File: src/sicrd_pkg.sv
// shared types and constants for the signed integer to radix digit block
// no dependencies
package sicrd_pkg;

    localparam int NUM_SLOTS   = 16;
    localparam int SYM_W       = 8;
    localparam int NUM_W       = 32;
    localparam int DIGIT_W     = 4;
    localparam int RADIX_W     = 5;
    localparam int CNT_W       = 6;
    localparam int BUF_DEPTH   = 32;
    localparam int BUF_IDX_W   = 5;
    localparam int CFG_DATA_W  = 64;
    localparam int CFG_ADDR_W  = 5;

    localparam logic [SYM_W-1:0] SYM_MINUS = 8'h2D;
    localparam logic [SYM_W-1:0] SYM_PLUS  = 8'h2B;
    localparam logic [SYM_W-1:0] SPACE_LO  = 8'd9;
    localparam logic [SYM_W-1:0] SPACE_HI  = 8'd13;

    // register index taken from paddr[4:3]
    localparam logic [1:0] REG_BASE_LEN = 2'd0;
    localparam logic [1:0] REG_SYM_LO   = 2'd1;
    localparam logic [1:0] REG_SYM_HI   = 2'd2;

    localparam logic [RADIX_W-1:0]    RST_BASE_LEN = 5'd10;
    localparam logic [CFG_DATA_W-1:0] RST_SYM_LO   = 64'h3736_3534_3332_3130;
    localparam logic [CFG_DATA_W-1:0] RST_SYM_HI   = 64'h0000_0000_0000_3938;

    // floor(2^32 / radix), radix 0 and 1 never used
    localparam logic [NUM_W-1:0] RECIP [17] = '{
        32'd0,
        32'd0,
        32'((64'd1 << 32) / 64'd2),
        32'((64'd1 << 32) / 64'd3),
        32'((64'd1 << 32) / 64'd4),
        32'((64'd1 << 32) / 64'd5),
        32'((64'd1 << 32) / 64'd6),
        32'((64'd1 << 32) / 64'd7),
        32'((64'd1 << 32) / 64'd8),
        32'((64'd1 << 32) / 64'd9),
        32'((64'd1 << 32) / 64'd10),
        32'((64'd1 << 32) / 64'd11),
        32'((64'd1 << 32) / 64'd12),
        32'((64'd1 << 32) / 64'd13),
        32'((64'd1 << 32) / 64'd14),
        32'((64'd1 << 32) / 64'd15),
        32'((64'd1 << 32) / 64'd16)
    };

    typedef enum logic [1:0] {
        S_IDLE,
        S_MUL,
        S_DIV,
        S_EMIT
    } t_state;

endpackage

File: src/sicrd_if.sv
// handshake channels for the number input and the symbol output
// depends on sicrd_pkg
interface sicrd_in_if;
    logic                                 valid;
    logic                                 ready;
    logic signed [sicrd_pkg::NUM_W-1:0]   number;

    modport source (output valid, output number, input ready);
    modport sink   (input valid, input number, output ready);
endinterface

interface sicrd_out_if;
    logic                          valid;
    logic                          ready;
    logic [sicrd_pkg::SYM_W-1:0]   symbol;
    logic                          last;

    modport source (output valid, output symbol, output last, input ready);
    modport sink   (input valid, input symbol, input last, output ready);
endinterface

File: src/sicrd_tbl_chk.sv
// symbol table check: length range, forbidden bytes and duplicates
// depends on sicrd_pkg
module sicrd_tbl_chk #(
    parameter int MAX_SYMBOLS = 16
) (
    input  logic [sicrd_pkg::RADIX_W-1:0]                    i_len,
    input  logic [sicrd_pkg::NUM_SLOTS*sicrd_pkg::SYM_W-1:0] i_syms,
    output logic                                             o_ok
);

    logic [sicrd_pkg::NUM_SLOTS-1:0] in_use;
    logic [sicrd_pkg::NUM_SLOTS-1:0] bad;
    logic                            len_ok;

    always_comb begin
        logic [sicrd_pkg::SYM_W-1:0] s;
        for (int i = 0; i < sicrd_pkg::NUM_SLOTS; i++) begin
            in_use[i] = (i_len > sicrd_pkg::RADIX_W'(i));
        end
        for (int i = 0; i < sicrd_pkg::NUM_SLOTS; i++) begin
            s = i_syms[i*sicrd_pkg::SYM_W +: sicrd_pkg::SYM_W];
            bad[i] = in_use[i] && ((s == sicrd_pkg::SYM_PLUS) || (s == sicrd_pkg::SYM_MINUS)
                     || ((s >= sicrd_pkg::SPACE_LO) && (s <= sicrd_pkg::SPACE_HI)));
            for (int j = i + 1; j < sicrd_pkg::NUM_SLOTS; j++) begin
                if (in_use[j] && (i_syms[j*sicrd_pkg::SYM_W +: sicrd_pkg::SYM_W] == s)) begin
                    bad[i] = 1'b1;
                end
            end
        end
        len_ok = (i_len >= 5'd2) && (i_len <= sicrd_pkg::RADIX_W'(MAX_SYMBOLS));
        o_ok   = len_ok && (bad == '0);
    end

endmodule

File: src/signed_int_to_custom_radix_digits.sv
// top level: config registers, digit sequencer and output word register
// depends on sicrd_pkg, sicrd_if and sicrd_tbl_chk
//
// usage
// i_num carries one signed 32-bit number per word; o_sym returns its
// rendering one symbol byte per word, with last set on the final one.
// a negative number gives '-' first, then the digits most significant
// first. with an invalid symbol table a number is taken and dropped.
// the radix and symbol table are written over the apb port; the user
// must write them only while idle: the block does not enforce it.
// one shared 32x32 multiplier divides by the radix via a reciprocal
// table: S_MUL then S_DIV per digit; digits go to a 32-entry stack,
// then pop at one symbol per cycle while o_sym is not stalled. the
// sign word is valid in the cycle after accept. i_num.ready is high
// only in idle with the output register free or draining. a stalled
// receiver holds the output word and freezes the pop side. reset
// restores radix 10 and symbols "0123456789" and empties the sequencer.
module signed_int_to_custom_radix_digits #(
    parameter int MAX_SYMBOLS = 16
) (
    input  logic                                  i_clk,
    input  logic                                  i_rst_n,
    sicrd_in_if.sink                              i_num,
    sicrd_out_if.source                           o_sym,
    input  logic                                  psel,
    input  logic                                  penable,
    input  logic                                  pwrite,
    input  logic [sicrd_pkg::CFG_ADDR_W-1:0]      paddr,
    input  logic [sicrd_pkg::CFG_DATA_W-1:0]      pwdata,
    output logic [sicrd_pkg::CFG_DATA_W-1:0]      prdata,
    output logic                                  pready
);

    sicrd_pkg::t_state r_state, n_state;

    logic [sicrd_pkg::RADIX_W-1:0]    r_base_len;
    logic [sicrd_pkg::CFG_DATA_W-1:0] r_sym_lo;
    logic [sicrd_pkg::CFG_DATA_W-1:0] r_sym_hi;

    logic [sicrd_pkg::NUM_W-1:0]      r_mag;
    logic [2*sicrd_pkg::NUM_W-1:0]    r_prod;
    logic [sicrd_pkg::NUM_W-1:0]      r_recip;
    logic [sicrd_pkg::RADIX_W-1:0]    r_radix;
    logic [sicrd_pkg::CNT_W-1:0]      r_cnt;
    logic [sicrd_pkg::DIGIT_W-1:0]    r_buf [sicrd_pkg::BUF_DEPTH];

    logic                             r_out_valid;
    logic [sicrd_pkg::SYM_W-1:0]      r_out_sym;
    logic                             r_out_last;

    logic                             tbl_ok;
    logic                             cfg_wr;
    logic                             out_free;
    logic                             accept;
    logic                             push;
    logic                             pop;
    logic                             load_sign;

    logic [sicrd_pkg::NUM_W-1:0]      raw;
    logic [sicrd_pkg::NUM_W-1:0]      q_est;
    logic [sicrd_pkg::NUM_W-1:0]      quot;
    logic [10:0]                      qr_full;
    logic [5:0]                       rem_est;
    logic [5:0]                       rem;
    logic                             fix;
    logic [sicrd_pkg::DIGIT_W-1:0]    digit;
    logic [sicrd_pkg::BUF_IDX_W-1:0]  pop_idx;
    logic [sicrd_pkg::DIGIT_W-1:0]    pop_digit;
    logic [2*sicrd_pkg::CFG_DATA_W-1:0] syms;

    sicrd_tbl_chk #(
        .MAX_SYMBOLS (MAX_SYMBOLS)
    ) u_tbl_chk (
        .i_len  (r_base_len),
        .i_syms (syms),
        .o_ok   (tbl_ok)
    );

    assign syms   = {r_sym_hi, r_sym_lo};
    assign pready = 1'b1;
    assign cfg_wr = psel && penable && pwrite;

    always_comb begin
        unique case (paddr[4:3])
            sicrd_pkg::REG_BASE_LEN: prdata = {59'd0, r_base_len};
            sicrd_pkg::REG_SYM_LO:   prdata = r_sym_lo;
            sicrd_pkg::REG_SYM_HI:   prdata = r_sym_hi;
            default:                 prdata = '0;
        endcase
    end

    always_ff @(posedge i_clk) begin
        if (!i_rst_n) begin
            r_base_len <= sicrd_pkg::RST_BASE_LEN;
            r_sym_lo   <= sicrd_pkg::RST_SYM_LO;
            r_sym_hi   <= sicrd_pkg::RST_SYM_HI;
        end else if (cfg_wr) begin
            unique case (paddr[4:3])
                sicrd_pkg::REG_BASE_LEN: r_base_len <= pwdata[4:0];
                sicrd_pkg::REG_SYM_LO:   r_sym_lo   <= pwdata;
                sicrd_pkg::REG_SYM_HI:   r_sym_hi   <= pwdata;
                default: ;
            endcase
        end
    end

    // divide step: estimate is the true quotient or one below it
    assign raw     = i_num.number;
    assign q_est   = r_prod[2*sicrd_pkg::NUM_W-1:sicrd_pkg::NUM_W];
    assign qr_full = q_est[5:0] * r_radix;
    assign rem_est = r_mag[5:0] - qr_full[5:0];
    assign fix     = (rem_est >= {1'b0, r_radix});
    assign rem     = fix ? (rem_est - {1'b0, r_radix}) : rem_est;
    assign quot    = q_est + {31'd0, fix};
    assign digit   = rem[3:0];

    assign pop_idx   = sicrd_pkg::BUF_IDX_W'(r_cnt - 6'd1);
    assign pop_digit = r_buf[pop_idx];

    assign out_free    = !r_out_valid || o_sym.ready;
    assign i_num.ready = (r_state == sicrd_pkg::S_IDLE) && out_free;
    assign o_sym.valid  = r_out_valid;
    assign o_sym.symbol = r_out_sym;
    assign o_sym.last   = r_out_last;

    always_comb begin
        n_state   = r_state;
        accept    = 1'b0;
        push      = 1'b0;
        pop       = 1'b0;
        load_sign = 1'b0;
        unique case (r_state)
            sicrd_pkg::S_IDLE: begin
                if (i_num.valid && i_num.ready) begin
                    accept = 1'b1;
                    if (tbl_ok) begin
                        load_sign = raw[sicrd_pkg::NUM_W-1];
                        n_state   = sicrd_pkg::S_MUL;
                    end
                end
            end
            sicrd_pkg::S_MUL: begin
                n_state = sicrd_pkg::S_DIV;
            end
            sicrd_pkg::S_DIV: begin
                push = 1'b1;
                if ((quot == '0) || (r_cnt == 6'd31)) begin
                    n_state = sicrd_pkg::S_EMIT;
                end else begin
                    n_state = sicrd_pkg::S_MUL;
                end
            end
            sicrd_pkg::S_EMIT: begin
                if (out_free) begin
                    pop = 1'b1;
                    if (r_cnt == 6'd1) begin
                        n_state = sicrd_pkg::S_IDLE;
                    end
                end
            end
            default: n_state = sicrd_pkg::S_IDLE;
        endcase
    end

    always_ff @(posedge i_clk) begin
        if (!i_rst_n) begin
            r_state     <= sicrd_pkg::S_IDLE;
            r_cnt       <= '0;
            r_out_valid <= 1'b0;
        end else begin
            r_state <= n_state;
            if (push) begin
                r_cnt <= r_cnt + 6'd1;
            end else if (pop) begin
                r_cnt <= r_cnt - 6'd1;
            end
            if (load_sign || pop) begin
                r_out_valid <= 1'b1;
            end else if (o_sym.ready) begin
                r_out_valid <= 1'b0;
            end
        end
    end

    always_ff @(posedge i_clk) begin
        if (accept) begin
            r_mag   <= raw[sicrd_pkg::NUM_W-1] ? (~raw + 32'd1) : raw;
            r_radix <= r_base_len;
            r_recip <= sicrd_pkg::RECIP[r_base_len];
        end else if (push) begin
            r_mag <= quot;
        end
        if (r_state == sicrd_pkg::S_MUL) begin
            r_prod <= r_mag * r_recip;
        end
        if (push) begin
            r_buf[r_cnt[sicrd_pkg::BUF_IDX_W-1:0]] <= digit;
        end
        if (load_sign) begin
            r_out_sym  <= sicrd_pkg::SYM_MINUS;
            r_out_last <= 1'b0;
        end else if (pop) begin
            r_out_sym  <= syms[{pop_digit, 3'b000} +: sicrd_pkg::SYM_W];
            r_out_last <= (r_cnt == 6'd1);
        end
    end

    a_cnt_range: assert property (@(posedge i_clk) disable iff (!i_rst_n)
        r_cnt <= 6'd32)
        else $error("digit stack overflow");

    a_idle_empty: assert property (@(posedge i_clk) disable iff (!i_rst_n)
        (r_state == sicrd_pkg::S_IDLE) |-> (r_cnt == '0))
        else $error("digit stack not empty in idle");

    a_bad_tbl_drop: assert property (@(posedge i_clk) disable iff (!i_rst_n)
        (accept && !tbl_ok) |=> (r_state == sicrd_pkg::S_IDLE) && !r_out_valid)
        else $error("number with invalid table not dropped");

    a_digit_range: assert property (@(posedge i_clk) disable iff (!i_rst_n)
        (r_state == sicrd_pkg::S_DIV) |-> ({1'b0, digit} < r_radix))
        else $error("digit not below radix");

    a_last_done: assert property (@(posedge i_clk) disable iff (!i_rst_n)
        (pop && (r_cnt == 6'd1)) |=> (r_state == sicrd_pkg::S_IDLE) && r_out_last)
        else $error("last word not flagged at end of number");

endmodule

File: src/flat_wrapper.sv
// flat-port wrapper written by rule: the top's interface ports become plain ports
module signed_int_to_custom_radix_digits_flat 
#(
    parameter int MAX_SYMBOLS = 16
)
  (i_clk, i_rst_n, psel, penable, pwrite, paddr, pwdata, prdata, pready, i_num_valid, i_num_number, i_num_ready, o_sym_valid, o_sym_symbol, o_sym_last, o_sym_ready);
  sicrd_in_if i_num_i ();
  sicrd_out_if o_sym_i ();
  input  logic i_clk;
  input  logic i_rst_n;
  input  logic psel;
  input  logic penable;
  input  logic pwrite;
  input  logic [sicrd_pkg::CFG_ADDR_W-1:0] paddr;
  input  logic [sicrd_pkg::CFG_DATA_W-1:0] pwdata;
  output logic [sicrd_pkg::CFG_DATA_W-1:0] prdata;
  output logic pready;
  input wire logic [$bits(i_num_i.valid)-1:0] i_num_valid;
  input wire logic [$bits(i_num_i.number)-1:0] i_num_number;
  output wire logic [$bits(i_num_i.ready)-1:0] i_num_ready;
  output wire logic [$bits(o_sym_i.valid)-1:0] o_sym_valid;
  output wire logic [$bits(o_sym_i.symbol)-1:0] o_sym_symbol;
  output wire logic [$bits(o_sym_i.last)-1:0] o_sym_last;
  input wire logic [$bits(o_sym_i.ready)-1:0] o_sym_ready;
  assign i_num_i.valid = i_num_valid;
  assign i_num_i.number = i_num_number;
  assign i_num_ready = i_num_i.ready;
  assign o_sym_valid = o_sym_i.valid;
  assign o_sym_symbol = o_sym_i.symbol;
  assign o_sym_last = o_sym_i.last;
  assign o_sym_i.ready = o_sym_ready;
  signed_int_to_custom_radix_digits #(.MAX_SYMBOLS(MAX_SYMBOLS)) u_core (.i_clk(i_clk), .i_rst_n(i_rst_n), .i_num(i_num_i), .o_sym(o_sym_i), .psel(psel), .penable(penable), .pwrite(pwrite), .paddr(paddr), .pwdata(pwdata), .prdata(prdata), .pready(pready));
endmodule
File: config.mk
export PLATFORM = sky130hd
export DESIGN_NAME = signed_int_to_custom_radix_digits_flat
export DESIGN_NICKNAME = d
export VERILOG_FILES = /design/src/sicrd_pkg.sv /design/src/sicrd_if.sv /design/src/sicrd_tbl_chk.sv /design/src/signed_int_to_custom_radix_digits.sv /design/src/flat_wrapper.sv
export SDC_FILE = /design/constraint.sdc
export NUM_CORES = 2
export LEC_CHECK = 0
export BUFFER_PORTS_ARGS = -buffer_cell sky130_fd_sc_hd__buf_2
export CORE_ASPECT_RATIO = 1.5
export CORE_MARGIN = 4
export CORE_UTILIZATION = 65
export CTS_CLUSTER_DIAMETER = 80
export DETAILED_ROUTE_END_ITERATION = 10
export GPL_TIMING_DRIVEN = 0
export PLACE_DENSITY = 0.8
export SLEW_MARGIN = 25
export SYNTH_ARGS = -nofsm -noshare
export SYNTH_HDL_FRONTEND = slang
export SYNTH_SLANG_ARGS = --single-unit
File: constraint.sdc
create_clock -name i_clk -period 9.4 [get_ports i_clk]
set_input_delay 0.94 -clock i_clk [delete_from_list [all_inputs] [get_ports i_clk]]
set_output_delay 0.94 -clock i_clk [all_outputs]
set_load 0.05 [all_outputs]
==> metrics.cfg, run 1 <==
[floorplanning]
initial_core_util = 0.655
io_pins = 184
rows = 138
die_h_um = 386
die_x_um = 260

[global_route]
grt_max_degree = 33
grt-ovfl-total = 1626
grt_pass1_vias = 69100
grt_use_total = 0.776
grt_pass1_wl_um = 577000

[yosys]
ys_warn_count = 0
syn_inst = 6694
synth_edf_count = 219
netlist_area_um2 = 61800
synth_common_cells = 917 x inv_1, 901 x fa_1, 723 x nand2_1, 565 x xnor2_1, 510 x xor2_1
synth_nets = 7991
synthArstFlopShare = 0
synthFlopType = edfxtp_1
synth_top_cell_area_share = 0.292
ys_seq_elements = 370
seq_area_frac_synth = 0.155
post-synth-top-count-cell = inv_1
synth.area.top_cells = fa_1 29%, edfxtp_1 11%, xnor2_1 8.0%, xor2_1 7.2%, ha_1 5.8%
avgSynthCellArea_um2 = 9.23
synth_cell_type_count = 82
synth_top_area_cell = fa_1

[run_status]
error = [ERROR GRT-0116] Global routing finished with congestion. Check the congestion regions in the DRC Viewer.
lastStage = global routing (5_1_grt)
outcome = stopped before the end

[placed_design]
pre_cts_ws_ns = -1.24
port_buffers = 177
dp_hpwl_um = 246000
place_congestion = 1.25

[clock_network]
cts.htree.levels = 2
cts_hold_buffers = 0
cts_root_buf = clkbuf_16
numCtsBuffers = 36
cts_buffer_depth = 3
cts.sinks = 370

[kinds of logic after synthesis]
kind of cell,Yosys count,share of synthesized area
other,1,0.0000607
AO/OA/AOI/OAI,618,0.0677
XOR/XNOR,1077,0.153
buffers and inverters,1434,0.0911
AND/OR/NAND/NOR,1871,0.152
multiplexers,134,0.0304
adder cells (fa/ha/maj),1189,0.350
flip-flops,370,0.155
[metrics by stage]
| step | util | instances | cell area [um^2] | setup TNS [ns] |
|---|---|---|---|---|
| CTS | 0.701 | 8216 | 66000 | 0 |
| detailed placement | 0.684 | 8135 | 64400 | -17.06 |
| global placement | 0.681 | 8131 | 64200 | -28.00 |
| floorplan | - | 6694 | 61800 | 0 |
[layer usage]
layer  overflow  GRT usage
met1          9      0.748
met2       1049      0.971
met3         22      0.603
met4        546      0.813
met5          0      0.235
[repair_timing]
item | 4_1_cts
setup buffers | 16
pin swaps | 2
resized for setup | 93
setup endpoints to repair | 26
hold endpoints to repair | 0
==> inputs of run 2 (changes only) <==
- CORE_ASPECT_RATIO: 1.5 -> default
- CORE_UTILIZATION: 65 -> 40
- CTS_CLUSTER_DIAMETER: 80 -> default
- PLACE_DENSITY: 0.8 -> default
- PLACE_DENSITY_LB_ADDON: default -> 0.15
==> run 2 against run 1 <==
  * Synthesized cell count unchanged
  * The run now ends clean
  * Area after synthesis did not move
==> metrics.cfg, run 2 <==
[run_status]
outcome = finished, final reports clean

[yosys]
synthArstFlopShare = 0  ; unchanged
synthFlopType = edfxtp_1
yosys.area_share.simple = 0.152  ; unchanged
synth_top_family_by_area = adder cells
synth_cell_type_count = 82  ; unchanged
synth_nets = 7991  ; unchanged
ys_seq_elements = 370  ; unchanged
synth-xor-area-share = 0.153  ; unchanged
synth.area.top_cells = fa_1 29%, edfxtp_1 11%, xnor2_1 8.0%, xor2_1 7.2%, ha_1 5.8%
syn_inst = 6694  ; unchanged
netlist_area_um2 = 61800  ; unchanged
avgSynthCellArea_um2 = 9.23  ; unchanged
post-synth-top-count-cell = inv_1
ys_warn_count = 0  ; unchanged
synthMuxAreaShare = 0.0304  ; unchanged
seq_area_frac_synth = 0.155  ; unchanged
synth_top_cell_area_share = 0.292  ; unchanged
synth_common_cells = 917 x inv_1, 901 x fa_1, 723 x nand2_1, 565 x xnor2_1, 510 x xor2_1
synth_compound_area_frac = 0.0677  ; unchanged
synth_edf_count = 219  ; unchanged
synthAdderAreaFrac = 0.350  ; unchanged
synth_top_area_cell = fa_1

[worst_hold_path]
holdPathStages = 2
min_from = u_core.o_sym.last
holdPathEnd = u_core.o_sym.last
hp-class = flop to flop

[placed_design]
port_buffers = 177  ; unchanged
dpl_cell_area_um2 = 65500  ; +1.7%
dp_hpwl_um = 234000  ; -4.9%
place_congestion = 1.04  ; -17%

[critical_path]
critPathMaxFanout = 10
r2r_end = u_core.r_prod[61]
critPathMaxStageDelay_ns = 0.67
path_class = flop to flop
crit_path_start_kind = flop
timing.critical_path.buf_inv = 5
r2r_cells = 23
critPathTopFamily = adder cells
cp_common_cell = fa_1
worstPathCellList = clkbuf_1, nand2_1, fa_1, inv_1, fa_1, inv_1, fa_1, fa_1, inv_1, fa_1, fa_1, fa_1, fa_1, ha_1, and2_1, buf_1, a31oi_1, nand4_1, o211ai_1, o21ai_1, a311oi_2, or4b_2, o211ai_1
r2r_start = u_core.r_mag[28]
reg2reg_setup_slack_ns = 0.14
cp_data_arrival_time_ns = 9.70
cp-end-kind = flop
cp.required_ns = 9.84
cp_slowest_cell = clkbuf_1

[global_route]
antenna_found_initial = 50
grt-ovfl-total = 0
grt_pass1_wl_um = 420000
grt_use_total = 0.368
grt_max_degree = 33
grt_pass1_vias = 53900

[sta]
setup_violations = 0
setup_tns_ns = 0
hold_viol = 0
relSlewSlack = 0.143
min_period_ns = 9.26
final_max_slew_viol_count = 0
fin_worst_skew_ns = 0.0325
worstMarginPinSlew_ns = 1.29
timing.hold.ws_ns = 0.468
max_freq_ghz = 0.108
min_period_over_period = 0.985

[detailed_routing]
wl_met1_um = 118000
met3WireLength_um = 37800
top_signal_layer_used = met5
wl_um = 303000
drc = 0
first_pass_iters = 7
routedWlPerCell_um = 33.5
avgViaCountPerCell = 5.91
vias = 53400
drtIter0Drc = 7254
wl_met2_um = 125000
ant_nets = 0

[clock_network]
numCtsBuffers = 40  ; +11%
cts.htree.levels = 2  ; unchanged
cts.sinks = 370  ; unchanged
cts_root_buf = clkbuf_16
cts_tree = done
cts_buffer_depth = 3  ; unchanged
clock_latency_ns = 0.62
clk_pin_slew_ns = 0.06

[floorplanning]
initial_core_util = 0.405  ; -0.250
fp.dieArea_um2 = 161000
core_um2 = 153000
io_pins = 184  ; unchanged
die_x_um = 401  ; +54%
die_h_um = 401  ; +4.0%
rows = 143  ; +3.6%

[final_layout]
layout_common_cells = 917 x inv_1, 901 x fa_1, 722 x nand2_1, 565 x xnor2_1, 510 x xor2_1
design_area_um2 = 67300
largest_reg_flops = 128
syn2layout_area_growth_pct = 9.00
drive_gt1_frac = 0.0987
nets = 8238
layout_commonest_cell = inv_1
fill_cells = 15300

[job]
max_cap_violations = 0

-- run 2: stage by stage --
stage / instances / util / setup WS [ns]
after floorplan: 6694 / - / 2.05
after global routing: 9006 / 0.441 / -0.0200
final: 9037 / 0.441 / 0.139
after detailed placement: 8912 / 0.429 / -1.33
after CTS: 8989 / 0.439 / 0.00259
after global placement: 8901 / 0.427 / -2.25
-- run 2: kinds of logic after synthesis --
kind of cell | count (synthesis)
XOR/XNOR | 1077
AND/OR/NAND/NOR | 1871
AO/OA/AOI/OAI | 618
flip-flops | 370
adder cells (fa/ha/maj) | 1189
buffers and inverters | 1434
multiplexers | 134
other | 1
-- run 2: worst max path at each step --
stage	start	endpoint	slack, ns	depth (start not counted)
global placement	u_core.r_recip[16]	u_core.r_prod[61]	-2.25	21
detailed placement	u_core.r_recip[26]	u_core.r_prod[58]	-1.33	21
finish	u_core.r_mag[28]	u_core.r_prod[61]	0.14	23
global route	u_core.r_mag[9]	u_core.r_prod[56]	-0.02	24
CTS	u_core.r_mag[12]	u_core.r_prod[61]	0.003	21
floorplan	u_core.r_recip[18]	u_core.r_prod[61]	2.05	24
-- run 2: layout make-up --
cell class	count	area, um^2	area share
Inverter	917	3440	0.0511
Buffer	516	2430	0.0361
Multi-Input combinational cell	4890	46600	0.693
Clock inverter	22	302	0.00448
Timing Repair Buffer	206	1260	0.0187
Clock buffer	51	1040	0.0155
Tap cell	2030	2540	0.0377
Antenna cell	35	87.6	0.00130
Sequential cell	370	9600	0.143
-- run 2: what timing repair did --
action,in CTS,in global routing
setup buffers,5,13
hold buffers,0,0
endpoints found under the setup margin,27,15
resized for setup,57,64
pin swaps,1,2
-- run 2: routing by layer --
metal,GRT usage,up-vias
li1,-,21800
met1,0.488,27000
met2,0.532,3641
met3,0.112,916
met4,0.214,16
met5,0,-
-- run 2: worst register-to-register path, cell delays in order, from the launching register on --
cell and delay (ns):
edfxtp_1 0.59, clkbuf_1 0.68, nand2_1 0.27, fa_1 0.58
inv_1 0.05, fa_1 0.49, inv_1 0.05, fa_1 0.52
fa_1 0.61, inv_1 0.07, fa_1 0.49, fa_1 0.56
fa_1 0.43, fa_1 0.45, ha_1 0.33, and2_1 0.15
buf_1 0.30, a31oi_1 0.40, nand4_1 0.19, o211ai_1 0.42
o21ai_1 0.23, a311oi_2 0.49, or4b_2 0.62, o211ai_1 0.14
Power of run 2 is left out: the tool's default activity adds up to more than one toggle a clock period on the data nets, which glitch-free logic cannot reach.
